--- config.mk ---
export PLATFORM = sky130hd
export DESIGN_NAME = addressed_packet_deframer
export DESIGN_NICKNAME = d
export VERILOG_FILES = /design/src/rtl/apd_pkg.sv /design/src/rtl/apd_step.sv /design/src/rtl/addressed_packet_deframer.sv
export SDC_FILE = /design/constraint.sdc
export NUM_CORES = 1
export LEC_CHECK = 0
export ABC_AREA = 1
export BUFFER_PORTS_ARGS = -buffer_cell sky130_fd_sc_hd__buf_4
export CORE_MARGIN = 2
export CORE_UTILIZATION = 60
export CTS_BUF_LIST = sky130_fd_sc_hd__clkbuf_8
export CTS_CLUSTER_DIAMETER = 60
export DETAILED_ROUTE_END_ITERATION = 8
export PLACE_DENSITY = 0.82
export SYNTH_ARGS = -nofsm -noshare
export SYNTH_HDL_FRONTEND = slang
export SYNTH_SLANG_ARGS = --single-unit
export TNS_END_PERCENT = 50
--- constraint.sdc ---
create_clock -name clk -period 2.7 [get_ports clk]
set_input_delay 0.135 -clock clk [delete_from_list [all_inputs] [get_ports clk]]
set_output_delay 0.135 -clock clk [all_outputs]
set_load 0.1 [all_outputs]
--- src/rtl/apd_pkg.sv ---
// ----------------------------------------------------------------------------
// apd_pkg
// Shared types and constants for the addressed packet deframer: frame phases,
// byte roles, counter widths and the state and result bundles.
// ----------------------------------------------------------------------------
package apd_pkg;

  localparam int unsigned MAX_PAYLOAD = 20;
  localparam int unsigned CNT_W       = $clog2(MAX_PAYLOAD + 1);
  localparam int unsigned BYTE_W      = 8;
  localparam int unsigned ROLE_W      = 4;
  localparam int unsigned PIDX_W      = 5;

  localparam logic [BYTE_W-1:0] MAX_PAYLOAD_B = BYTE_W'(MAX_PAYLOAD);
  localparam logic [BYTE_W-1:0] NODE_ADDR_RST = 8'd2;

  typedef logic [BYTE_W-1:0] byte_t;
  typedef logic [CNT_W-1:0]  cnt_t;

  // One-hot frame phase
  typedef enum logic [7:0] {
    PH_HUNT    = 8'b0000_0001,
    PH_SOURCE  = 8'b0000_0010,
    PH_SEQ     = 8'b0000_0100,
    PH_CMD     = 8'b0000_1000,
    PH_CHAN    = 8'b0001_0000,
    PH_SIZE    = 8'b0010_0000,
    PH_PAYLOAD = 8'b0100_0000,
    PH_CHECK   = 8'b1000_0000
  } phase_t;

  typedef enum logic [ROLE_W-1:0] {
    ROLE_IGNORED = 4'd0,
    ROLE_DEST    = 4'd1,
    ROLE_SOURCE  = 4'd2,
    ROLE_SEQ     = 4'd3,
    ROLE_CMD     = 4'd4,
    ROLE_CHAN    = 4'd5,
    ROLE_SIZE    = 4'd6,
    ROLE_PAYLOAD = 4'd7,
    ROLE_CHECK   = 4'd8
  } role_t;

  typedef struct packed {
    phase_t phase;
    cnt_t   left;
    cnt_t   count;
    byte_t  sum;
  } frame_state_t;

  typedef struct packed {
    role_t              role;
    byte_t              value;
    logic [PIDX_W-1:0]  pidx;
    logic               fend;
    logic               good;
    logic               serr;
  } frame_result_t;

endpackage

--- src/rtl/apd_step.sv ---
// ----------------------------------------------------------------------------
// apd_step
// Next-state and result logic for one received byte of the deframer.
// ----------------------------------------------------------------------------
module apd_step (
  input  apd_pkg::frame_state_t  state,
  input  apd_pkg::byte_t         rx_byte,
  input  apd_pkg::byte_t         node_address,
  output apd_pkg::frame_state_t  state_nxt,
  output apd_pkg::frame_result_t result
);
  import apd_pkg::*;

  cnt_t left_dec;

  assign left_dec = state.left - cnt_t'(1);

  always_comb begin
    state_nxt    = state;
    result.role  = ROLE_IGNORED;
    result.value = rx_byte;
    result.pidx  = '0;
    result.fend  = 1'b0;
    result.good  = 1'b0;
    result.serr  = 1'b0;

    case (state.phase)
      PH_SOURCE, PH_SEQ, PH_CMD, PH_CHAN: begin
        state_nxt.sum = state.sum + rx_byte;
        case (state.phase)
          PH_SOURCE: begin
            result.role     = ROLE_SOURCE;
            state_nxt.phase = PH_SEQ;
          end
          PH_SEQ: begin
            result.role     = ROLE_SEQ;
            state_nxt.phase = PH_CMD;
          end
          PH_CMD: begin
            result.role     = ROLE_CMD;
            state_nxt.phase = PH_CHAN;
          end
          default: begin
            result.role     = ROLE_CHAN;
            state_nxt.phase = PH_SIZE;
          end
        endcase
      end
      PH_SIZE: begin
        result.role     = ROLE_SIZE;
        state_nxt.sum   = state.sum + rx_byte;
        state_nxt.count = '0;
        if (rx_byte > MAX_PAYLOAD_B) begin
          // oversized: abort and resume hunting
          result.serr     = 1'b1;
          result.fend     = 1'b1;
          state_nxt.left  = '0;
          state_nxt.sum   = '0;
          state_nxt.phase = PH_HUNT;
        end else if (rx_byte == '0) begin
          state_nxt.left  = '0;
          state_nxt.phase = PH_CHECK;
        end else begin
          state_nxt.left  = rx_byte[CNT_W-1:0];
          state_nxt.phase = PH_PAYLOAD;
        end
      end
      PH_PAYLOAD: begin
        result.role     = ROLE_PAYLOAD;
        result.pidx     = PIDX_W'(state.count);
        state_nxt.sum   = state.sum + rx_byte;
        state_nxt.count = state.count + cnt_t'(1);
        state_nxt.left  = left_dec;
        if (left_dec == '0) begin
          state_nxt.phase = PH_CHECK;
        end
      end
      PH_CHECK: begin
        result.role     = ROLE_CHECK;
        result.fend     = 1'b1;
        result.good     = (rx_byte == ~state.sum);
        state_nxt.sum   = '0;
        state_nxt.left  = '0;
        state_nxt.count = '0;
        state_nxt.phase = PH_HUNT;
      end
      default: begin
        // hunting: wait for our own address
        state_nxt.phase = PH_HUNT;
        if (rx_byte == node_address) begin
          result.role     = ROLE_DEST;
          state_nxt.sum   = rx_byte;
          state_nxt.left  = '0;
          state_nxt.count = '0;
          state_nxt.phase = PH_SOURCE;
        end
      end
    endcase
  end

endmodule

--- src/rtl/addressed_packet_deframer.sv ---
// ----------------------------------------------------------------------------
// addressed_packet_deframer
// Receive-side deframer for addressed link frames with an additive checksum.
// ----------------------------------------------------------------------------
// Each received byte is one request on the in_ channel and gives exactly one
// result on the out_ channel, tagged with its role in the frame. While
// hunting, bytes are reported as ignored until one equals cfg_node_address
// (reset value 2); that byte opens a frame, followed by source, sequence,
// command, channel and size bytes, then size payload bytes, then a checksum
// byte. The frame is good when the checksum is the one's complement of the
// 8-bit sum of all bytes from the destination to the last payload byte. A
// size of zero goes straight to the checksum; a size above MAX_PAYLOAD flags
// size_error, ends the frame and resumes hunting. A request passes through
// an input register and a result register, and one request can be taken
// every cycle; throughput is limited only by out_ready. cfg_ready is
// always high; write the address only while idle.
// ----------------------------------------------------------------------------
module addressed_packet_deframer (
  input  logic                         clk,
  input  logic                         rst_n,
  // configuration
  input  logic                         cfg_valid,
  output logic                         cfg_ready,
  input  logic [apd_pkg::BYTE_W-1:0]   cfg_node_address,
  // received bytes
  input  logic                         in_valid,
  output logic                         in_ready,
  input  logic [apd_pkg::BYTE_W-1:0]   in_rx_byte,
  // classified bytes
  output logic                         out_valid,
  input  logic                         out_ready,
  output logic [apd_pkg::ROLE_W-1:0]   out_byte_role,
  output logic [apd_pkg::BYTE_W-1:0]   out_byte_value,
  output logic [apd_pkg::PIDX_W-1:0]   out_payload_index,
  output logic                         out_frame_end,
  output logic                         out_checksum_good,
  output logic                         out_size_error
);
  import apd_pkg::*;

  byte_t         node_addr_r;
  logic          in_valid_r;
  byte_t         in_byte_r;
  frame_state_t  state_r;
  frame_state_t  state_nxt;
  logic          out_valid_r;
  frame_result_t out_res_r;
  frame_result_t res_nxt;
  logic          out_free;
  logic          advance;

  // The result register frees up when empty or being drained this cycle.
  assign out_free  = !out_valid_r || out_ready;
  // Advance the held request into the result register.
  assign advance   = in_valid_r && out_free;
  assign in_ready  = !in_valid_r || out_free;
  assign cfg_ready = 1'b1;

  apd_step u_step (
    .state        (state_r),
    .rx_byte      (in_byte_r),
    .node_address (node_addr_r),
    .state_nxt    (state_nxt),
    .result       (res_nxt)
  );

  // Node address register
  always_ff @(posedge clk) begin
    if (!rst_n) begin
      node_addr_r <= NODE_ADDR_RST;
    end else if (cfg_valid) begin
      node_addr_r <= cfg_node_address;
    end
  end

  // Input register: capture a request whenever the stage is free
  always_ff @(posedge clk) begin
    if (!rst_n) begin
      in_valid_r <= 1'b0;
    end else if (in_ready) begin
      in_valid_r <= in_valid;
    end
  end

  always_ff @(posedge clk) begin
    if (in_valid && in_ready) begin
      in_byte_r <= in_rx_byte;
    end
  end

  // Frame state: update only as a byte moves into the result register
  always_ff @(posedge clk) begin
    if (!rst_n) begin
      state_r.phase <= PH_HUNT;
      state_r.left  <= '0;
      state_r.count <= '0;
      state_r.sum   <= '0;
    end else if (advance) begin
      state_r <= state_nxt;
    end
  end

  // Result register: hold until taken
  always_ff @(posedge clk) begin
    if (!rst_n) begin
      out_valid_r <= 1'b0;
    end else if (out_free) begin
      out_valid_r <= in_valid_r;
    end
  end

  always_ff @(posedge clk) begin
    if (advance) begin
      out_res_r <= res_nxt;
    end
  end

  assign out_valid         = out_valid_r;
  assign out_byte_role     = out_res_r.role;
  assign out_byte_value    = out_res_r.value;
  assign out_payload_index = out_res_r.pidx;
  assign out_frame_end     = out_res_r.fend;
  assign out_checksum_good = out_res_r.good;
  assign out_size_error    = out_res_r.serr;

endmodule

# Yosys cells after proc, flatten, opt, wreduce, memory -nomap -nowiden
# Index checks and enable logic that the tools add are counted.
[totals]
reg_bits = 64
wordCells = 59
in_bits = 21
[classes]
mux = 14
addsub = 3
n_eq_ne = 10
order_cmp = 1
n_reduce_logical = 15
bitwise_logic = 2
[ops]
columns = ["cell", "n"]
rows = [
  ["case mux 10 bit (4 select lines)", 1],
  ["case mux 8 bit (4 select lines)", 1],
  ["2-to-1 mux 13 bit", 2],
  ["case mux 8 bit (3 select lines)", 1],
  ["2-to-1 mux 20 bit", 1],
  ["case mux 6 bit (3 select lines)", 1],
  ["== test 8 bit", 2],
  ["2-to-1 mux 8 bit", 2],
  ["case mux 4 bit (4 select lines)", 1],
  ["case mux 3 bit (3 select lines)", 1],
  ["adder 8 bit", 1],
  ["== test 8 x 2 -> 1 bit, second input constant", 1],
  ["== test 8 x 3 -> 1 bit, second input constant", 1],
  ["== test 8 x 4 -> 1 bit, second input constant", 1],
  ["== test 8 x 5 -> 1 bit, second input constant", 1],
  ["== test 8 x 6 -> 1 bit, second input constant", 1],
  ["== test 8 x 7 -> 1 bit, second input constant", 1],
  ["== test 8 bit, second input constant", 1],
  ["greater-than comparator 8 x 5 -> 1 bit, second input constant", 1],
  ["zero test 8 bit", 1],
  ["NOT 8 bit", 1],
  ["nonzero test 4 bit", 2],
  ["adder 5 x 1 -> 5 bit, second input constant", 1],
  ["zero test 5 bit", 1],
  ["12 further kinds", 17],
]

# Longest topological paths before layout
[logic_depth]
word_depth = 4
ltp_mapped = 12

# Cells and area by module
# Synthesis repeated with hierarchy kept, for this count alone.
[unflattened]
cells_unflattened = 549
hier_area_um2 = 4061.4
[by_module_without_submodules]
columns = ["module", "area_each_um2", "n_inst", "cells_per_inst", "seq_area_each_um2"]
rows = [
  ["addressed_packet_deframer", 2446.1, 1, 245, 1561.5],
  ["apd_step", 1615.3, 1, 304, 0.0],
]

# Worst setup path before layout
# No wires, ideal clock.
[synth_timing]
path_type = "reg2reg"
from = "register out_valid_r, in the netlist out_valid"
to = "register in_byte_r[0], enable pin"
n_path_buf = 0
setup_ns = 0.279
synth_period_minus_slack_ns = 2.741
slack_ns = -0.041
path_stages_with_launch = 4
arrival_ns = 2.462
required_ns = 2.421
path_cell_list = "dfxtp_1 nand3_1 nand2_1 inv_1"
[synth_between]
elab_chain_len = 4
[synth_rtl]
columns = ["item", "line_no", "source"]
rows = [
  ["from (decl)", "addressed_packet_deframer.sv:46", "logic out_valid_r;"],
  ["from (signal assigned)", "addressed_packet_deframer.sv:108", "out_valid_r <= in_valid_r;"],
  ["zero test 1 bit", "addressed_packet_deframer.sv:53", "assign out_free = !out_valid_r || out_ready;"],
  ["logical OR 1 bit", "addressed_packet_deframer.sv:53", ""],
  ["logical OR 1 bit", "addressed_packet_deframer.sv:56", "assign in_ready = !in_valid_r || out_free;"],
  ["named net in_ready", "addressed_packet_deframer.sv:27", "output logic in_ready,"],
  ["logical AND 1 bit", "addressed_packet_deframer.sv:86", "if (in_valid && in_ready) begin"],
  ["to (signal assigned)", "addressed_packet_deframer.sv:87", "in_byte_r <= in_rx_byte;"],
  ["to (decl)", "addressed_packet_deframer.sv:43", "byte_t in_byte_r;"],
]
# The timed path passes the listed nets, and every way through them passes these cells.
# A chain may end at the register's enable or synchronous reset.

# Final worst setup path
[layout_timing]
from = "register in_byte_r[4]"
to = "register out_res_r, in the netlist out_checksum_good, data pin"
[layout_between]
elab_chain_len = 1
[layout_rtl]
columns = ["item", "line_no", "source"]
rows = [
  ["== test 8 bit", "apd_step.sv:81", "result.good = (rx_byte == ~state.sum);"],
  ["to (signal assigned)", "addressed_packet_deframer.sv:114", "out_res_r <= res_nxt;"],
  ["to (decl)", "addressed_packet_deframer.sv:47", "frame_result_t out_res_r;"],
]
# No other way between the ends.

==> metrics.md <==
| Metric | Value |
|---|---|
| Avg WL per Cell | `12.7 um` |
| Post-CTS setup buffers | `0` |
| Routing usage on met1 | `31.6%` |
| Global-route wire length before repair | `12200 um` |
| Slowest CP cell | `edfxtp_1` |
| Post-Synthesis Cells | `428` |
| DRC | `0` |
| Vias in the first global route | `2668` |
| GR Overflow Total | `0` |
| CP endpoint kind | `register` |
| # hold bufs at CTS | `9` |
| Xor/xnor share of the synthesized area | `4.69%` |
| Simple-gate area share of the yosys netlist | `29.7%` |
| CTS max path bufs | `2` |
| Initial Utilization | `61.4%` |
| Max-slew violations | `0` |
| Max VDD drop | `0.341 mV` |
| Pwr dens | `531 nW/um^2` |
| Clock Tree Root | `clkbuf_8` |
| CTS buffer count | `9` |
| Post-place setup slack | `0.761 ns` |
| Clock Skews | `0.00680 ns` |
| P&R area growth vs syn | `18.9%` |
| Share of layout cells above drive strength 1 | `18.8%` |
| ANT cells | `0` |
| Met2 global-route usage | `43.8%` |
| Most used cell, CP | `nand2_1` |
| Clk_lat worst skew | `0.34 ns` |
| Final wirelength | `7150 um` |
| Placer Congestion | `0.868` |
| # nets final | `517` |
| Top Usage Layer GRT | `met2` |
| Synth Register Bits | `64` |
| Worst Hold Class | `in -> reg` |
| Port bufs | `42` |
| H-tree Lvls | `3` |
| Met3 Resource Use GR | `5.45%` |
| Status | `finished, final reports clean` |
| CTS tree | `done` |
| Compound-Gate Fraction of Synth Area | `6.96%` |
| Crit path cell chain | `ha_1, nand2_1, inv_1, nand2_1, nor4_1` |
| Max-slew headroom | `62.3%` |
| Crit Path Class | `reg -> reg` |
| Synthesized cell area | `3360 sq um` |
| Final WS setup | `0.717 ns` |
| Critical path peak fanout | `6` |
| Max Freq | `504 MHz` |
| DRT antenna net count | `0` |
| 1st-iter DRT viols | `234` |
| Post-cts gate resize count | `0` |
| Post-synth cell types | `31` |
| Full die area | `6210 sq um` |
| Vias | `2908` |
| Synth warn | `0` |
| Max stage delay on crit path | `0.53 ns` |
| Post-synthesis mux area share | `0%` |
| # clock sinks | `64` |
| Final core utilization | `73.0%` |
| Die Y | `78.8 um` |
| Syn Nets | `460` |
| Final hold viol count | `0` |
| Clock transition at the registers of the reported paths | `0.07 ns` |
| Core Box Area | `5470 sq um` |
| Post-Synth Adder-Cell Area | `4.32%` |
| TritonRoute pass-1 iters | `5` |
| Rows | `27` |
| Largest family of logic cells by synthesized area | `simple AND/OR/NAND/NOR gates` |
| Syn avg cell area | `7.85 sq um` |
| Critical path arrival | `2.05 ns` |
| Register area share after synthesis | `46.5%` |
| Worst-Margin Slew | `0.560 ns` |
| Period utilization | `73.4%` |
| Total Routing Usage GR | `25.7%` |
| Antenna violations before repair | `0` |
| Crit path required time | `2.77 ns` |
| Final setup TNS | `0 ns` |
| Final setup viols | `0` |
| Post-DP HPWL | `5110 um` |
| Vias per cell | `5.17` |
| Max-capacitance violation count | `0` |
| RSZ-0062 raised after global routing | `false` |
| Width of the die | `78.8 um` |
| Leakage | `1.82 nW` |
| Crit start category | `register` |
| Largest net degree at the start of global routing | `23` |
| # IOs | `44` |
| Final Critical Period | `1.98 ns` |
worst paths after layout:
check	start	cells past startpoint	endpoint	slack, ns
worst min-delay path	cfg_node_address[4]	3	node_addr_r[4]	0.02
worst max-delay path	in_byte_r[4]	5	out_checksum_good	0.72
worst min register to register	state_r[16]	2	state_r[16]	0.48
worst max register to register	in_byte_r[4]	5	out_checksum_good	0.72
per-layer routing:
layer / vias to the layer above / part of all wire (%)
met4: 0 / 2.0
met3: 15 / 5.7
met1: 1318 / 43
met2: 105 / 49
met5: - / 0
li1: 1470 / -
placed cells by master, fill, tap and decap left out:
| cell | count |
|---|---|
| a21oi_2 | 1 |
| xnor2_1 | 11 |
| ha_1 | 10 |
| nor2_2 | 4 |
| o21ai_1 | 2 |
| fa_1 | 1 |
| nand2_1 | 108 |
| inv_2 | 8 |
| nor4_1 | 2 |
| clkinv_1 | 2 |
| nand2_4 | 2 |
| clkbuf_8 | 9 |
| nor2_1 | 62 |
| a21oi_1 | 23 |
| nand3_1 | 23 |
| nand2_2 | 10 |
| o211ai_1 | 1 |
| nand4_1 | 3 |
| xor2_1 | 7 |
| a21boi_0 | 1 |
| edfxtp_1 | 28 |
| nand3b_1 | 2 |
| conb_1 | 1 |
| o21ai_0 | 17 |
| and2_0 | 1 |
| nand3_2 | 3 |
| clkinv_2 | 3 |
| dfxtp_1 | 36 |
| inv_1 | 48 |
| clkinvlp_4 | 1 |
| nor2_4 | 5 |
| buf_4 | 45 |
| clkinv_4 | 1 |
| dlygate4sd3_1 | 9 |
sequential cells by signal, indices dropped and copies added (netlist names):
name,flops
out_frame_end,1
out_byte_value,8
in_valid_r,1
out_size_error,1
node_addr_r,8
out_valid,1
state_r,26
in_byte_r,8
out_checksum_good,1
out_byte_role,4
out_payload_index,5
layout make-up:
cell class,count,area (sq um)
Multi-Input combinational cell,300,1540
Fill cell,420,1480
Tap cell,72,90.1
Clock inverter,7,38.8
Timing Repair Buffer,54,428
Inverter,56,210
Clock buffer,9,124
Sequential cell,64,1560
synthesized netlist by cell type:
master | number | area share [%]
nand4_1 | 3 | 0.56
xor2_1 | 7 | 1.8
nor2_1 | 62 | 6.9
ha_1 | 10 | 3.7
nor2_2 | 4 | 0.74
and2_0 | 1 | 0.19
nand3b_1 | 2 | 0.45
nor2_4 | 5 | 1.7
o21ai_0 | 17 | 2.5
dfxtp_1 | 36 | 21
inv_1 | 48 | 5.4
nand2_1 | 108 | 12
nand3_1 | 24 | 3.6
buf_4 | 1 | 0.22
a21oi_1 | 23 | 3.4
o21ai_1 | 2 | 0.30
nand2_4 | 2 | 0.67
o211ai_1 | 1 | 0.22
xnor2_1 | 11 | 2.9
a21boi_0 | 1 | 0.22
clkbuf_1 | 4 | 0.45
a21oi_2 | 1 | 0.26
buf_6 | 2 | 0.67
nand3_2 | 2 | 0.60
edfxtp_1 | 28 | 25
conb_1 | 1 | 0.11
nand2_2 | 10 | 1.9
fa_1 | 1 | 0.60
buf_2 | 1 | 0.15
inv_2 | 8 | 0.89
nor4_1 | 2 | 0.37
worst max-delay path: cells and delay by family (launching register included):
kind          cells  cell delay (ns)
flops             1             0.53
fa+ha+maj         1             0.41
simple gates      3             0.67
buf+inv           1             0.10
report_power, final:
group	total (mW)	leakage, nW	switching (mW)	internal (mW)
Sequential	1.09	0.563	0.0366	1.05
Combinational	0.344	1.17	0.236	0.109
Clock	0.685	0.0838	0.363	0.322
Total	2.12	1.82	0.636	1.48
logic make-up (layout without fill, tap and decap cells):
logic type	Yosys count	in the layout
DFF	64	64
and+or+nand+nor	225	225
buffers and inverters	64	126
xor gates and xnor gates	18	18
adders and majority gates	11	11
AOI/OAI and AO/OA	45	45
other	1	1
per-stage QoR:
step / hold slack [ns] / power, mW / std cells / instance area [sq um]
2_1_floorplan: 0.234 / 1.36 / 428 / 3360
3_3_place_gp: 0.313 / 1.44 / 537 / 3740
3_5_place_dp: 0.314 / 1.44 / 537 / 3740
4_1_cts: 0.00674 / 2.13 / 562 / 4000
5_1_grt: 0.00883 / 2.22 / 562 / 4000
6_report: 0.0176 / 2.12 / 562 / 4000
Power figures use the tool's default switching activity.
